===== src/assert_macros.svh =====
// ----------------------------------------------------------------------------
// Assertion macros
// Clocked, reset-qualified property checks that report by $error.
// ----------------------------------------------------------------------------
`ifndef ASSERT_MACROS_SVH
`define ASSERT_MACROS_SVH

// check a property at every rising clock edge outside reset
`define ASSERT_AT(lbl, prop, msg) \
  lbl: assert property (@(posedge clk_i) disable iff (!rst_ni) prop) else $error(msg);

// check that a consequent holds whenever an antecedent holds
`define ASSERT_IMPL(lbl, ante, cons, msg) \
  `ASSERT_AT(lbl, (ante) |-> (cons), msg)

`endif


===== src/mss_pkg.sv =====
// ----------------------------------------------------------------------------
// mss_pkg
// Types and constants shared by the mecanum stepper step generator.
// ----------------------------------------------------------------------------
`default_nettype none

package mss_pkg;

  localparam int WHEELS           = 4;
  localparam int MODE_BITS        = 4;
  localparam int SPEED_BITS       = 12;
  localparam int ERR_BITS         = 16;
  localparam int MIX_BITS         = 18;
  localparam int MAG_BITS         = 12;
  localparam int HP_BITS          = 9;
  localparam int RECIP_BITS       = 13;
  localparam int RECIP_SHIFT      = 16;
  localparam int QUEUE_DEPTH      = 4;
  localparam int DEF_COUNTER_BITS = 16;

  localparam logic signed [MIX_BITS-1:0] OFS_HENG1 = MIX_BITS'(240);
  localparam logic signed [MIX_BITS-1:0] OFS_HENG2 = MIX_BITS'(300);
  localparam logic [MIX_BITS-1:0]        EN_LIMIT  = MIX_BITS'(10);
  // 400 * 10: above this the half-period saturates at its minimum
  localparam logic [MIX_BITS-1:0]        MAG_CLAMP = MIX_BITS'(4000);
  localparam logic [HP_BITS-1:0]         HP_BASE   = HP_BITS'(410);
  // round-up reciprocal of 10 in 16 fractional bits
  localparam logic [RECIP_BITS-1:0]      RECIP_10  = RECIP_BITS'(6554);

  typedef enum logic [MODE_BITS-1:0] {
    MODE_TICK   = 4'd0,
    MODE_STOP   = 4'd1,
    MODE_FWD_R  = 4'd2,
    MODE_FWD_L  = 4'd3,
    MODE_MID_Q  = 4'd4,
    MODE_MID_H  = 4'd5,
    MODE_STABLE = 4'd6,
    MODE_MODIFY = 4'd7,
    MODE_HENG   = 4'd8,
    MODE_HENG1  = 4'd9,
    MODE_HENG2  = 4'd10,
    MODE_TURN   = 4'd11
  } mode_e;

  typedef enum logic [1:0] {
    KIND_NONE  = 2'd0,
    KIND_TICK  = 2'd1,
    KIND_APPLY = 2'd2
  } kind_e;

  typedef struct packed {
    kind_e                           kind;
    logic [WHEELS-1:0]               en;
    logic [WHEELS-1:0]               dir;
    logic [WHEELS-1:0][HP_BITS-1:0]  hp;
  } op_t;

endpackage

`default_nettype wire


===== src/mss_if.sv =====
// ----------------------------------------------------------------------------
// mss channel interfaces
// Valid/ready channels for command items and result items.
// ----------------------------------------------------------------------------
`default_nettype none

interface mss_cmd_if;
  logic                                valid;
  logic                                ready;
  logic [mss_pkg::MODE_BITS-1:0]       mode;
  logic signed [mss_pkg::ERR_BITS-1:0] err_gyro;
  logic signed [mss_pkg::ERR_BITS-1:0] err_second;
  logic signed [mss_pkg::ERR_BITS-1:0] err_third;

  modport source (output valid, mode, err_gyro, err_second, err_third, input ready);
  modport sink   (input valid, mode, err_gyro, err_second, err_third, output ready);
endinterface

interface mss_res_if;
  logic                              valid;
  logic                              ready;
  logic [mss_pkg::WHEELS-1:0]        step_mask;
  logic [mss_pkg::WHEELS-1:0]        enable_mask;
  logic [mss_pkg::WHEELS-1:0]        direction_mask;
  logic [mss_pkg::HP_BITS-1:0]       period_left_front;
  logic [mss_pkg::HP_BITS-1:0]       period_left_rear;
  logic [mss_pkg::HP_BITS-1:0]       period_right_front;
  logic [mss_pkg::HP_BITS-1:0]       period_right_rear;

  modport source (output valid, step_mask, enable_mask, direction_mask, period_left_front,
                  period_left_rear, period_right_front, period_right_rear, input ready);
  modport sink   (input valid, step_mask, enable_mask, direction_mask, period_left_front,
                  period_left_rear, period_right_front, period_right_rear, output ready);
endinterface

`default_nettype wire


===== src/mecanum_stepper_step_generator.sv =====
// ----------------------------------------------------------------------------
// mecanum_stepper_step_generator
// Mecanum wheel speed mixing and stepper pulse generation for four wheels.
// ----------------------------------------------------------------------------
// channel   dir  handshake    payload
// cmd_i     in   valid/ready  mode, err_gyro, err_second, err_third
// res_o     out  valid/ready  step/enable/direction masks, four half-periods
// cfg       in   cfg_we_i     cfg_wdata_i -> set_speed
//
// One item per cycle sustained while results are taken; after its item is accepted a result
// passes pipeline stages two and three, the queue write and the result register.
// Reset clears the counter, all wheel state, set_speed and every valid flag.
// A stalled result holds the engine; the four-entry queue lets the pipeline
// keep accepting until it fills.
// ----------------------------------------------------------------------------
`default_nettype none

module mecanum_stepper_step_generator #(
  parameter int COUNTER_BITS = mss_pkg::DEF_COUNTER_BITS
) (
  input  wire                            clk_i,
  input  wire                            rst_ni,
  input  wire                            cfg_we_i,
  input  wire [mss_pkg::SPEED_BITS-1:0]  cfg_wdata_i,
  mss_cmd_if.sink                        cmd_i,
  mss_res_if.source                      res_o
);
  import mss_pkg::*;

  logic [SPEED_BITS-1:0] set_speed_q;
  logic                  push_valid, push_ready, pop_valid, pop_ready;
  op_t                   push_op, pop_op;

  always_ff @(posedge clk_i or negedge rst_ni) begin
    if (!rst_ni) begin
      set_speed_q <= '0;
    end else if (cfg_we_i) begin
      set_speed_q <= cfg_wdata_i;
    end
  end

  mss_front u_front (
    .clk_i        (clk_i),
    .rst_ni       (rst_ni),
    .set_speed_i  (set_speed_q),
    .cmd_i        (cmd_i),
    .push_valid_o (push_valid),
    .push_ready_i (push_ready),
    .push_op_o    (push_op)
  );

  mss_queue u_queue (
    .clk_i        (clk_i),
    .rst_ni       (rst_ni),
    .push_valid_i (push_valid),
    .push_ready_o (push_ready),
    .push_op_i    (push_op),
    .pop_valid_o  (pop_valid),
    .pop_ready_i  (pop_ready),
    .pop_op_o     (pop_op)
  );

  mss_back #(
    .COUNTER_BITS (COUNTER_BITS)
  ) u_back (
    .clk_i      (clk_i),
    .rst_ni     (rst_ni),
    .op_valid_i (pop_valid),
    .op_ready_o (pop_ready),
    .op_i       (pop_op),
    .res_o      (res_o)
  );

`include "assert_macros.svh"

  `ASSERT_IMPL(a_lf_en_period, res_o.valid,
               res_o.enable_mask[0] == (res_o.period_left_front != '0),
               "left front enable and half-period disagree")
  `ASSERT_IMPL(a_rr_en_period, res_o.valid,
               res_o.enable_mask[3] == (res_o.period_right_rear != '0),
               "right rear enable and half-period disagree")
  `ASSERT_IMPL(a_pop_only_valid, pop_ready && !pop_valid,
               !(push_valid && !push_ready),
               "queue stalls the pipeline while empty")

endmodule

`default_nettype wire


===== src/mss_front.sv =====
// ----------------------------------------------------------------------------
// mss_front
// Three-stage command pipeline: mix wheel speeds, take magnitudes, derive
// enables, directions and half-periods, then push one operation per item.
// ----------------------------------------------------------------------------
`default_nettype none

module mss_front (
  input  wire                              clk_i,
  input  wire                              rst_ni,
  input  wire [mss_pkg::SPEED_BITS-1:0]    set_speed_i,
  mss_cmd_if.sink                          cmd_i,
  output logic                             push_valid_o,
  input  wire                              push_ready_i,
  output mss_pkg::op_t                     push_op_o
);
  import mss_pkg::*;

  logic ld1, ld2, ld3;

  logic                                     s1_valid_q;
  kind_e                                    s1_kind_q, s1_kind_d;
  logic signed [WHEELS-1:0][MIX_BITS-1:0]   s1_w_q, s1_w_d;

  logic                                     s2_valid_q;
  kind_e                                    s2_kind_q;
  logic [WHEELS-1:0]                        s2_en_q, s2_en_d;
  logic [WHEELS-1:0]                        s2_dir_q, s2_dir_d;
  logic [WHEELS-1:0][MAG_BITS-1:0]          s2_mag_q, s2_mag_d;

  logic                                     s3_valid_q;
  op_t                                      s3_op_q, s3_op_d;

  logic signed [MIX_BITS-1:0] s, e1, e2, e3;
  logic [WHEELS-1:0][MIX_BITS-1:0]                  abs_w;
  logic [WHEELS-1:0][MAG_BITS+RECIP_BITS-1:0]       prod;

  assign ld3 = !s3_valid_q || push_ready_i;
  assign ld2 = !s2_valid_q || ld3;
  assign ld1 = !s1_valid_q || ld2;
  assign cmd_i.ready = ld1;

  assign push_valid_o = s3_valid_q;
  assign push_op_o    = s3_op_q;

  always_comb begin
    s  = {{(MIX_BITS-SPEED_BITS){1'b0}}, set_speed_i};
    e1 = {{(MIX_BITS-ERR_BITS){cmd_i.err_gyro[ERR_BITS-1]}}, cmd_i.err_gyro};
    e2 = {{(MIX_BITS-ERR_BITS){cmd_i.err_second[ERR_BITS-1]}}, cmd_i.err_second};
    e3 = {{(MIX_BITS-ERR_BITS){cmd_i.err_third[ERR_BITS-1]}}, cmd_i.err_third};
    s1_w_d    = '0;
    s1_kind_d = KIND_APPLY;
    case (mode_e'(cmd_i.mode))
      MODE_TICK:   s1_kind_d = KIND_TICK;
      MODE_STOP:   s1_w_d = '0;
      MODE_FWD_R: begin
        s1_w_d[0] = s - e1 - e2; s1_w_d[1] = s - e1 + e2;
        s1_w_d[2] = s + e1 + e2; s1_w_d[3] = s + e1 - e2;
      end
      MODE_FWD_L: begin
        s1_w_d[0] = s - e1 + e2; s1_w_d[1] = s - e1 - e2;
        s1_w_d[2] = s + e1 - e2; s1_w_d[3] = s + e1 + e2;
      end
      MODE_MID_Q: begin
        s1_w_d[0] = s - e1 + e2 - e3; s1_w_d[1] = s - e1 - e2 - e3;
        s1_w_d[2] = s + e1 - e2 + e3; s1_w_d[3] = s + e1 + e2 + e3;
      end
      MODE_MID_H: begin
        s1_w_d[0] = -s - e1 + e2 - e3; s1_w_d[1] = -s - e1 - e2 - e3;
        s1_w_d[2] = -s + e1 - e2 + e3; s1_w_d[3] = -s + e1 + e2 + e3;
      end
      MODE_STABLE: begin
        s1_w_d[0] = s - e1 - e2; s1_w_d[1] = s - e1 - e2;
        s1_w_d[2] = s + e1 - e2; s1_w_d[3] = s + e1 - e2;
      end
      MODE_MODIFY: begin
        s1_w_d[0] = -e1 + e2 + e3; s1_w_d[1] = -e1 - e2 + e3;
        s1_w_d[2] = e1 - e2 + e3;  s1_w_d[3] = e1 + e2 + e3;
      end
      MODE_HENG: begin
        s1_w_d[0] = s - e1 - e2;  s1_w_d[1] = -s - e1 - e2;
        s1_w_d[2] = -s + e1 - e2; s1_w_d[3] = s + e1 - e2;
      end
      MODE_HENG1: begin
        s1_w_d[0] = s + OFS_HENG1 - e1 - e2; s1_w_d[1] = -s - e1 - e2;
        s1_w_d[2] = -s + e1 - e2;            s1_w_d[3] = s + OFS_HENG1 + e1 - e2;
      end
      MODE_HENG2: begin
        s1_w_d[0] = s + OFS_HENG2 - e1 - e2; s1_w_d[1] = -s - e1 - e2;
        s1_w_d[2] = -s + e1 - e2;            s1_w_d[3] = s + OFS_HENG2 + e1 - e2;
      end
      MODE_TURN: begin
        s1_w_d[0] = -e1; s1_w_d[1] = -e1;
        s1_w_d[2] = e1;  s1_w_d[3] = e1;
      end
      default:     s1_kind_d = KIND_NONE;
    endcase
  end

  always_comb begin
    for (int i = 0; i < WHEELS; i++) begin
      abs_w[i]    = s1_w_q[i][MIX_BITS-1] ? (~s1_w_q[i] + 1'b1) : s1_w_q[i];
      s2_en_d[i]  = abs_w[i] > EN_LIMIT;
      s2_dir_d[i] = (i >= WHEELS / 2) ? !s1_w_q[i][MIX_BITS-1] : s1_w_q[i][MIX_BITS-1];
      s2_mag_d[i] = (abs_w[i] >= MAG_CLAMP) ? MAG_CLAMP[MAG_BITS-1:0]
                                            : abs_w[i][MAG_BITS-1:0];
    end
  end

  always_comb begin
    s3_op_d.kind = s2_kind_q;
    s3_op_d.en   = s2_en_q;
    s3_op_d.dir  = s2_dir_q;
    for (int i = 0; i < WHEELS; i++) begin
      prod[i] = {{RECIP_BITS{1'b0}}, s2_mag_q[i]} * {{MAG_BITS{1'b0}}, RECIP_10};
      s3_op_d.hp[i] = s2_en_q[i] ? (HP_BASE - prod[i][RECIP_SHIFT +: HP_BITS]) : '0;
    end
  end

  always_ff @(posedge clk_i or negedge rst_ni) begin
    if (!rst_ni) begin
      s1_valid_q <= 1'b0;
      s2_valid_q <= 1'b0;
      s3_valid_q <= 1'b0;
    end else begin
      if (ld1) s1_valid_q <= cmd_i.valid;
      if (ld2) s2_valid_q <= s1_valid_q;
      if (ld3) s3_valid_q <= s2_valid_q;
    end
  end

  always_ff @(posedge clk_i) begin
    if (ld1) begin
      s1_kind_q <= s1_kind_d;
      s1_w_q    <= s1_w_d;
    end
    if (ld2) begin
      s2_kind_q <= s1_kind_q;
      s2_en_q   <= s2_en_d;
      s2_dir_q  <= s2_dir_d;
      s2_mag_q  <= s2_mag_d;
    end
    if (ld3) begin
      s3_op_q <= s3_op_d;
    end
  end

endmodule

`default_nettype wire


===== src/mss_queue.sv =====
// ----------------------------------------------------------------------------
// mss_queue
// Short FIFO of decoded operations between the command pipeline and the
// step engine.
// ----------------------------------------------------------------------------
`default_nettype none

module mss_queue (
  input  wire                  clk_i,
  input  wire                  rst_ni,
  input  wire                  push_valid_i,
  output logic                 push_ready_o,
  input  wire mss_pkg::op_t    push_op_i,
  output logic                 pop_valid_o,
  input  wire                  pop_ready_i,
  output mss_pkg::op_t         pop_op_o
);
  import mss_pkg::*;

  localparam int PTR_BITS = $clog2(QUEUE_DEPTH);
  localparam int CNT_BITS = $clog2(QUEUE_DEPTH + 1);

  op_t                 entry_q [QUEUE_DEPTH];
  logic [PTR_BITS-1:0] wr_ptr_q, rd_ptr_q;
  logic [CNT_BITS-1:0] count_q;
  logic                push, pop;

  assign push_ready_o = count_q != CNT_BITS'(QUEUE_DEPTH);
  assign pop_valid_o  = count_q != '0;
  assign pop_op_o     = entry_q[rd_ptr_q];
  assign push         = push_valid_i && push_ready_o;
  assign pop          = pop_valid_o && pop_ready_i;

  always_ff @(posedge clk_i or negedge rst_ni) begin
    if (!rst_ni) begin
      wr_ptr_q <= '0;
      rd_ptr_q <= '0;
      count_q  <= '0;
    end else begin
      if (push) wr_ptr_q <= wr_ptr_q + 1'b1;
      if (pop)  rd_ptr_q <= rd_ptr_q + 1'b1;
      if (push && !pop)      count_q <= count_q + 1'b1;
      else if (pop && !push) count_q <= count_q - 1'b1;
    end
  end

  always_ff @(posedge clk_i) begin
    if (push) entry_q[wr_ptr_q] <= push_op_i;
  end

endmodule

`default_nettype wire


===== src/mss_back.sv =====
// ----------------------------------------------------------------------------
// mss_back
// Step engine: holds the counter and wheel state, carries out tick and
// wheel-update operations, and registers one result per operation.
// ----------------------------------------------------------------------------
`default_nettype none

module mss_back #(
  parameter int COUNTER_BITS = mss_pkg::DEF_COUNTER_BITS
) (
  input  wire                  clk_i,
  input  wire                  rst_ni,
  input  wire                  op_valid_i,
  output logic                 op_ready_o,
  input  wire mss_pkg::op_t    op_i,
  mss_res_if.source            res_o
);
  import mss_pkg::*;

  logic [COUNTER_BITS-1:0]               cnt_q, cnt_d;
  logic [WHEELS-1:0][COUNTER_BITS-1:0]   cmp_q, cmp_d;
  logic [WHEELS-1:0][HP_BITS-1:0]        hp_q, hp_d;
  logic [WHEELS-1:0]                     lvl_q, lvl_d;
  logic [WHEELS-1:0]                     en_q, en_d;
  logic [WHEELS-1:0]                     dir_q, dir_d;
  logic                                  res_valid_q;
  logic [WHEELS-1:0]                     step_q, enm_q, dirm_q;
  logic [WHEELS-1:0][HP_BITS-1:0]        per_q;
  logic                                  fire;

  assign op_ready_o = !res_valid_q || res_o.ready;
  assign fire       = op_valid_i && op_ready_o;

  always_comb begin
    cnt_d = cnt_q;
    cmp_d = cmp_q;
    hp_d  = hp_q;
    lvl_d = lvl_q;
    en_d  = en_q;
    dir_d = dir_q;
    if (fire) begin
      case (op_i.kind)
        KIND_TICK: begin
          cnt_d = cnt_q + 1'b1;
          for (int i = 0; i < WHEELS; i++) begin
            if (en_q[i] && cmp_q[i] == cnt_d) begin
              lvl_d[i] = !lvl_q[i];
              cmp_d[i] = cnt_d + {{(COUNTER_BITS-HP_BITS){1'b0}}, hp_q[i]};
            end
          end
        end
        KIND_APPLY: begin
          en_d = op_i.en;
          hp_d = op_i.hp;
          for (int i = 0; i < WHEELS; i++) begin
            if (op_i.en[i]) dir_d[i] = op_i.dir[i];
          end
        end
        default: ;
      endcase
    end
  end

  always_ff @(posedge clk_i or negedge rst_ni) begin
    if (!rst_ni) begin
      cnt_q       <= '0;
      cmp_q       <= '0;
      hp_q        <= '0;
      lvl_q       <= '0;
      en_q        <= '0;
      dir_q       <= '0;
      res_valid_q <= 1'b0;
    end else begin
      cnt_q <= cnt_d;
      cmp_q <= cmp_d;
      hp_q  <= hp_d;
      lvl_q <= lvl_d;
      en_q  <= en_d;
      dir_q <= dir_d;
      if (op_ready_o) res_valid_q <= op_valid_i;
    end
  end

  always_ff @(posedge clk_i) begin
    if (fire) begin
      step_q <= lvl_d;
      enm_q  <= en_d;
      dirm_q <= dir_d;
      per_q  <= hp_d;
    end
  end

  assign res_o.valid              = res_valid_q;
  assign res_o.step_mask          = step_q;
  assign res_o.enable_mask        = enm_q;
  assign res_o.direction_mask     = dirm_q;
  assign res_o.period_left_front  = per_q[0];
  assign res_o.period_left_rear   = per_q[1];
  assign res_o.period_right_front = per_q[2];
  assign res_o.period_right_rear  = per_q[3];

endmodule

`default_nettype wire


===== src/flat_wrapper.sv =====
// flat-port wrapper written by rule: the top's interface ports become plain ports
module mecanum_stepper_step_generator_flat import mss_pkg::*;
#(
  parameter int COUNTER_BITS = mss_pkg::DEF_COUNTER_BITS
)
  (clk_i, rst_ni, cfg_we_i, cfg_wdata_i, cmd_i_valid, cmd_i_mode, cmd_i_err_gyro, cmd_i_err_second, cmd_i_err_third, cmd_i_ready, res_o_valid, res_o_step_mask, res_o_enable_mask, res_o_direction_mask, res_o_period_left_front, res_o_period_left_rear, res_o_period_right_front, res_o_period_right_rear, res_o_ready);
  mss_cmd_if cmd_i_i ();
  mss_res_if res_o_i ();
  input  wire clk_i;
  input  wire rst_ni;
  input  wire cfg_we_i;
  input  wire [mss_pkg::SPEED_BITS-1:0] cfg_wdata_i;
  input wire logic [$bits(cmd_i_i.valid)-1:0] cmd_i_valid;
  input wire logic [$bits(cmd_i_i.mode)-1:0] cmd_i_mode;
  input wire logic [$bits(cmd_i_i.err_gyro)-1:0] cmd_i_err_gyro;
  input wire logic [$bits(cmd_i_i.err_second)-1:0] cmd_i_err_second;
  input wire logic [$bits(cmd_i_i.err_third)-1:0] cmd_i_err_third;
  output wire logic [$bits(cmd_i_i.ready)-1:0] cmd_i_ready;
  output wire logic [$bits(res_o_i.valid)-1:0] res_o_valid;
  output wire logic [$bits(res_o_i.step_mask)-1:0] res_o_step_mask;
  output wire logic [$bits(res_o_i.enable_mask)-1:0] res_o_enable_mask;
  output wire logic [$bits(res_o_i.direction_mask)-1:0] res_o_direction_mask;
  output wire logic [$bits(res_o_i.period_left_front)-1:0] res_o_period_left_front;
  output wire logic [$bits(res_o_i.period_left_rear)-1:0] res_o_period_left_rear;
  output wire logic [$bits(res_o_i.period_right_front)-1:0] res_o_period_right_front;
  output wire logic [$bits(res_o_i.period_right_rear)-1:0] res_o_period_right_rear;
  input wire logic [$bits(res_o_i.ready)-1:0] res_o_ready;
  assign cmd_i_i.valid = cmd_i_valid;
  assign cmd_i_i.mode = cmd_i_mode;
  assign cmd_i_i.err_gyro = cmd_i_err_gyro;
  assign cmd_i_i.err_second = cmd_i_err_second;
  assign cmd_i_i.err_third = cmd_i_err_third;
  assign cmd_i_ready = cmd_i_i.ready;
  assign res_o_valid = res_o_i.valid;
  assign res_o_step_mask = res_o_i.step_mask;
  assign res_o_enable_mask = res_o_i.enable_mask;
  assign res_o_direction_mask = res_o_i.direction_mask;
  assign res_o_period_left_front = res_o_i.period_left_front;
  assign res_o_period_left_rear = res_o_i.period_left_rear;
  assign res_o_period_right_front = res_o_i.period_right_front;
  assign res_o_period_right_rear = res_o_i.period_right_rear;
  assign res_o_i.ready = res_o_ready;
  mecanum_stepper_step_generator #(.COUNTER_BITS(COUNTER_BITS)) u_core (.clk_i(clk_i), .rst_ni(rst_ni), .cfg_we_i(cfg_we_i), .cfg_wdata_i(cfg_wdata_i), .cmd_i(cmd_i_i), .res_o(res_o_i));
endmodule

===== config.mk =====
export PLATFORM = sky130hd
export DESIGN_NAME = mecanum_stepper_step_generator_flat
export DESIGN_NICKNAME = d
export VERILOG_FILES = /design/src/mss_pkg.sv /design/src/mss_if.sv /design/src/mecanum_stepper_step_generator.sv /design/src/mss_front.sv /design/src/mss_queue.sv /design/src/mss_back.sv /design/src/flat_wrapper.sv
export VERILOG_INCLUDE_DIRS = /design/src /design/src/src
export SDC_FILE = /design/constraint.sdc
export NUM_CORES = 2
export LEC_CHECK = 0
export ABC_AREA = 1
export BUFFER_PORTS_ARGS = -buffer_cell sky130_fd_sc_hd__buf_4
export CORE_MARGIN = 4
export CORE_UTILIZATION = 60
export DETAILED_ROUTE_END_ITERATION = 10
export PLACE_DENSITY = 0.77
export REMOVE_ABC_BUFFERS = 1
export SYNTH_ARGS = -nofsm -noshare
export SYNTH_HDL_FRONTEND = slang
export SYNTH_SLANG_ARGS = --single-unit

===== constraint.sdc =====
create_clock -name clk_i -period 7.8 [get_ports clk_i]
set_clock_uncertainty 0.1 [all_clocks]
set_input_delay 0.39 -clock clk_i [delete_from_list [all_inputs] [get_ports clk_i]]
set_output_delay 0.39 -clock clk_i [all_outputs]
set_load 0.02 [all_outputs]

-- Word-level counts from Yosys, hierarchy flattened
Memory sizes are Yosys's and may differ from the RTL's.
Cells that the tools add are included.
Widths: inputs -> output; s select.
- add/sub/neg operators: 57
- multiply operators: 4
- order comparisons: 8
- equality and inequality tests: 18
- muxes and demuxes: 26
- bitwise operators: 4
- reduce and logical (&&, ||, !) cells: 33
- operator list (kind ; number):
    $pmux 72 s10 ; 1
    $add 18x16->18 ; 10
    $sub 18x16->18 ; 8
    $sub 17x16->18 ; 6
    $mul 12x12->24 const B ; 4
    $add 17x16->18 ; 4
    $add 18x1->18 const B ; 4
    $ge 18x12->1 const B ; 4
    $gt 18x4->1 const B ; 4
    $mux 18 ; 4
    $mux 36 ; 2
    $not 18->18 ; 4
    $add 16x9->16 ; 4
    $eq 16x16->1 ; 4
    $sub 9x9->9 const A ; 4
    $add 14x16->17 ; 2
    $sub 14x16->17 ; 2
    $mux 4 ; 6
    $neg 12->18 ; 1
    $neg 16->18 ; 1
    $add 13x16->17 ; 1
    $add 16x16->17 ; 1
    $sub 13x16->17 ; 1
    $sub 16x16->17 ; 1
    other kinds (25) ; 67
- bits in registers: 377
- memory bits (writable): 184
- bits of input ports: 69
- output and inout port bits: 50
- memories: 1
- memory list (name ; words ; width ; rd ports ; clocked after memory_dff ; wr ports ; line ; RTL):
    u_core.u_queue.entry_q ; 4 ; 46 ; 1 ; 0 ; 1 ; mss_queue.sv:23 ; op_t entry_q [QUEUE_DEPTH];

-- Depth between registers and ports, before layout
- depth after elaboration: 6
- mapped depth: 38
- depth with buffers taken out: 38

-- By module
From an unflattened synthesis, not the netlist that was laid out.
- cells, all modules: 8236
- area total of the unflattened synthesis: 64310.4 sq um
- by module, submodules not included (module ; instances ; cells each ; area each (sq um) ; seq. area each (sq um)):
    mss_front ; 1 ; 6229 ; 44851.8 ; 5420.2
    mss_back ; 1 ; 1360 ; 10704.0 ; 4669.5
    mss_queue ; 1 ; 596 ; 8296.7 ; 5700.5
    mecanum_stepper_step_generator ; 1 ; 51 ; 457.9 ; 300.3

-- Worst setup path after synthesis
No wires, ideal clock.
- path type: reg2reg
- from: reg u_core.set_speed_q[4]
- to: reg u_core.u_front.s1_w_q[35] (netlist bit) (data pin)
- library setup time: 254 ps
- data arrival time: 5531 ps
- data required time: 7446 ps
- setup slack: 1915 ps
- cell stages (with the launch flop): 35
- path buffers: 1
- period minus slack after synthesis: 5885 ps
- cells stage by stage: dfrtp_1 > inv_1 > nand3_1 > nor2_1 > xor2_1 > ha_1 > clkbuf_1 > inv_1 > or2_2 > o21a_1 > nand2_1 > a21oi_1 > o21bai_1 > nand2_1 > nand2_1 > nand2_1 > nand2_1 > nand3_1 > nand2_1 > xor2_1 > ha_1 > a21o_1 > a211oi_1 > nand3_1 > nand3_1 > o21ai_0 > ha_1 > inv_1 > nor3_1 > nand2_1 > or2_2 > o221ai_1 > nand2_1 > nand3_1 > nand2_1
- RTL lines (what ; line ; RTL):
    start, declared ; mecanum_stepper_step_generator.sv:30 ; logic [SPEED_BITS-1:0] set_speed_q;
    start signal, assigned ; mecanum_stepper_step_generator.sv:38 ; set_speed_q <= cfg_wdata_i;
    end signal, assigned ; mss_front.sv:135 ; s1_w_q <= s1_w_d;
    end, declared ; mss_front.sv:23 ; logic signed [WHEELS-1:0][MIX_BITS-1:0] s1_w_q, s1_w_d;

==> impl_metrics.prom <==
# TYPE chip_impl_metric gauge
chip_impl_metric{name="yosysSeqAreaShare",unit=""} 0.260
chip_impl_metric{name="critical_path_required",unit="ns"} 8.10
chip_impl_metric{name="timing_worst_slew_pin_value",unit="ns"} 1.31
chip_impl_metric{name="fillers",unit=""} 8483
chip_impl_metric{name="cts.path.max_buffers",unit=""} 3
chip_impl_metric{name="core_area",unit="mm^2"} 0.102
chip_impl_metric{name="placed_cells",unit=""} 9220
chip_impl_metric{name="layout-drive-gt1-share",unit=""} 0.0535
chip_impl_info{name="result_of_the_run",value="completed"} 1
chip_impl_metric{name="yosysWarningCount",unit=""} 0
chip_impl_metric{name="tns",unit="ns"} 0
chip_impl_metric{name="timing_max_transition_violations_final",unit=""} 0
chip_impl_info{name="critPathKind",value="reg2reg"} 1
chip_impl_metric{name="start_util",unit=""} 0.606
chip_impl_metric{name="grt_pass1_vias",unit=""} 56600
chip_impl_metric{name="synth.ff_latch_count",unit=""} 561
chip_impl_metric{name="maxSlewHeadroom",unit=""} 0.123
chip_impl_metric{name="die_x",unit="um"} 329
chip_impl_metric{name="ff_to_ff_setup_slack",unit="ns"} 0.78
chip_impl_metric{name="synthDominantCellAreaShare",unit=""} 0.199
chip_impl_metric{name="htree_levels",unit=""} 2
chip_impl_info{name="critical_path.top_delay_family",value="simple AND/OR/NAND/NOR gates"} 1
chip_impl_info{name="cts_tree",value="built"} 1
chip_impl_metric{name="finalWorstPathRequiredPeriod",unit="ns"} 7.02
chip_impl_metric{name="count_of_buffer_and_inverter_cells_on_the_critical_path",unit=""} 2
chip_impl_metric{name="grt_max_degree",unit=""} 86
chip_impl_metric{name="yosysUniqueCellTypes",unit=""} 71
chip_impl_info{name="clock_tree.root_cell",value="clkbuf_16"} 1
chip_impl_metric{name="post_cts_buffers",unit=""} 0
chip_impl_metric{name="i_o_pin_count",unit=""} 119
chip_impl_metric{name="cts_inserted_buffers",unit=""} 58
chip_impl_metric{name="crit_arrival",unit="ns"} 7.32
chip_impl_info{name="path_common_cell",value="nand2_1"} 1
chip_impl_metric{name="drt_pass1_iterations",unit=""} 10
chip_impl_metric{name="setup_viol_count_final",unit=""} 0
chip_impl_metric{name="placement_rows",unit=""} 117
chip_impl_metric{name="mean_instance_size_in_the_synthesized_netlist",unit="um^2"} 7.96
chip_impl_info{name="synth_flop_cell",value="edfxtp_1"} 1
chip_impl_metric{name="route.antenna.remaining_nets",unit=""} 0
chip_impl_metric{name="drt_first_iter_violations",unit=""} 6819
chip_impl_metric{name="die_y",unit="um"} 329
chip_impl_metric{name="clock_edge_transition_at_the_registers_on_the_reported_setup_and_hold_paths",unit="ns"} 0.06
chip_impl_metric{name="grt_first_pass_wirelength",unit="um"} 340000
chip_impl_metric{name="routedWlPerCell",unit="um"} 24.8
chip_impl_info{name="synth_top_area_cell",value="edfxtp_1"} 1
chip_impl_info{name="synth.most_common_cell",value="nand2_1"} 1
chip_impl_info{name="rsz0062_at_grt",value="no"} 1
chip_impl_metric{name="cts_sinks",unit=""} 561
chip_impl_metric{name="route.vias.total",unit=""} 57900
chip_impl_metric{name="die_area",unit="mm^2"} 0.108
chip_impl_metric{name="multi_input_area",unit="mm^2"} 0.0406
chip_impl_info{name="crit_path_end_kind",value="flip-flop"} 1
chip_impl_info{name="type_of_the_most_critical_hold_path",value="in2reg"} 1
chip_impl_metric{name="gp_congestion",unit=""} 1.11
chip_impl_metric{name="drc",unit=""} 0
chip_impl_info{name="yosys-top-cells-area",value="edfxtp_1 (20%), ha_1 (16%), fa_1 (10%)"} 1
chip_impl_metric{name="critPathMaxFanout",unit=""} 8
chip_impl_metric{name="synth_enable_flop_cells",unit=""} 410
chip_impl_info{name="critical_path.slowest_cell",value="dfrtp_1"} 1
chip_impl_metric{name="global_route.usage.total",unit=""} 0.420
chip_impl_metric{name="share_of_flip_flops_with_an_asynchronous_set_or_reset_after_synthesis",unit=""} 0.269
chip_impl_info{name="critical_path.startpoint_type",value="flip-flop"} 1
chip_impl_metric{name="layout.core_utilization",unit=""} 0.656
chip_impl_metric{name="num-nets-final",unit=""} 9107
chip_impl_metric{name="grt_antenna_before_repair",unit=""} 8
chip_impl_metric{name="totalWireLength",unit="um"} 232000
chip_impl_metric{name="fin_crit_sh",unit=""} 0.900
chip_impl_metric{name="netlist_area",unit="mm^2"} 0.0620
chip_impl_metric{name="number_of_standard_cells_after_synthesis",unit=""} 7788
chip_impl_metric{name="io_buffers",unit=""} 118
chip_impl_metric{name="routed_via_density",unit=""} 6.19
chip_impl_metric{name="max_freq",unit="MHz"} 142
chip_impl_metric{name="syn_to_final_growth",unit="%"} 8.14
chip_impl_metric{name="dp_hpwl",unit="um"} 183000
chip_impl_metric{name="worstSkewPairLatency",unit="ns"} 0.68
chip_impl_metric{name="maxcap_violations",unit=""} 0
chip_impl_metric{name="final-instance-count-excl-fill",unit=""} 9350
chip_impl_metric{name="cp_slowest_stage_delay",unit="ns"} 0.49
chip_impl_info{name="yosys-top-cells-count",value="nand2_1 (1346), inv_1 (1260), ha_1 (788)"} 1
chip_impl_metric{name="global_route.overflow_total",unit=""} 0
chip_impl_metric{name="sequential_cell_area",unit="mm^2"} 0.0161
chip_impl_metric{name="finalHoldViolations",unit=""} 0
## registers in the layout, indices dropped and copies added (netlist names), 12 cells and up
name and flops:
u_core.u_back.hp_q 36, u_core.u_front.push_op_o 46, u_core.u_front.s2_mag_q 48, u_core.u_back.cnt_q 16, u_core.u_front.s1_w_q 72, u_core.set_speed_q 12
u_core.u_queue.entry_q 184, u_core.u_back.cmp_q 64
## area by class of cell
class	count	share of cell area
Antenna cell	5	0.000187
Clock buffer	74	0.0235
Clock inverter	35	0.00835
Inverter	1286	0.0720
Multi-Input combinational cell	5806	0.606
Sequential cell	561	0.240
Tap cell	1368	0.0255
Timing Repair Buffer	215	0.0247
## final timing paths
| check | start | endpoint | depth (start not counted) |
|---|---|---|---|
| max | u_core.set_speed_q[2]$_DFFE_PN0P_ | u_core.u_front.s1_w_q[35]$_DFFE_PP_ | 30 |
| min | cfg_we_i | u_core.set_speed_q[10]$_DFFE_PN0P_ | 3 |
| max reg2reg | u_core.set_speed_q[2]$_DFFE_PN0P_ | u_core.u_front.s1_w_q[35]$_DFFE_PP_ | 30 |
| min reg2reg | u_core.u_front.s1_kind_q[1]$_DFFE_PP_ | u_core.u_front.s2_kind_q[1]$_DFFE_PP_ | 0 |
| max in group asynchronous | rst_ni | u_core.u_queue.rd_ptr_q[0]$_DFFE_PN0P_ | 3 |
| min in group asynchronous | rst_ni | u_core.u_back.hp_q[7]$_DFF_PN0_ | 2 |
## cells by family after synthesis
family                     count (synthesis)  synth area share
AOI/OAI and AO/OA                       1553             0.141
xor gates and xnor gates                 384            0.0549
adders and majority gates               1110             0.263
buffers and inverters                   1421            0.0868
DFF                                      561             0.260
muxes                                     42           0.00681
and+or+nand+nor                         2717             0.188
## per-layer routing
metal	vias up	share of wire	track usage
met5	-	0.00018	0
li1	26300	-	-
met3	907	0.11	0.0971
met1	27300	0.37	0.510
met2	3429	0.44	0.671
met4	6	0.082	0.276
## through the flow
step / setup slack [ns] / instance area [um^2] / hold WS, ns
after global placement: 0.708 / 64700 / 0.303
after global routing: 0.108 / 67000 / 0.0426
after detailed placement: 0.800 / 64700 / 0.310
after CTS: 0.784 / 67000 / 0.00591
final: 0.779 / 67000 / 0.0458
after floorplan: 0.775 / 61400 / -0.00559
## placed cells by master (no fill, tap or decap), types with 71 or more instances in the layout
cell type  instances
a21oi_1          599
buf_4            198
dfrtp_1          150
edfxtp_1         410
fa_1             322
ha_1             788
inv_1           1259
nand2_1         1344
nand3_1          404
nand4_1           99
nor2_1           609
nor3_1            74
o21ai_0          532
o22ai_1           71
xor2_1           324
## worst register-to-register path: cells and delay by family, from the launching register on
family / cells / cell delay [ns]
compound gates: 5 / 1.23
xor+xnor: 2 / 0.63
fa+ha+maj: 4 / 1.38
buf+inv: 2 / 0.38
flops: 1 / 0.49
simple gates: 17 / 2.58
## timing repair
action / CTS / global route
resized for setup: 0 / 1
endpoints found under the hold margin: 98 / 0
setup endpoints to repair: 0 / 1
hold buffers: 16 / 0
Power is not shown: default switching activity piles up to over one toggle a cycle in this logic, so the estimate is an artifact.
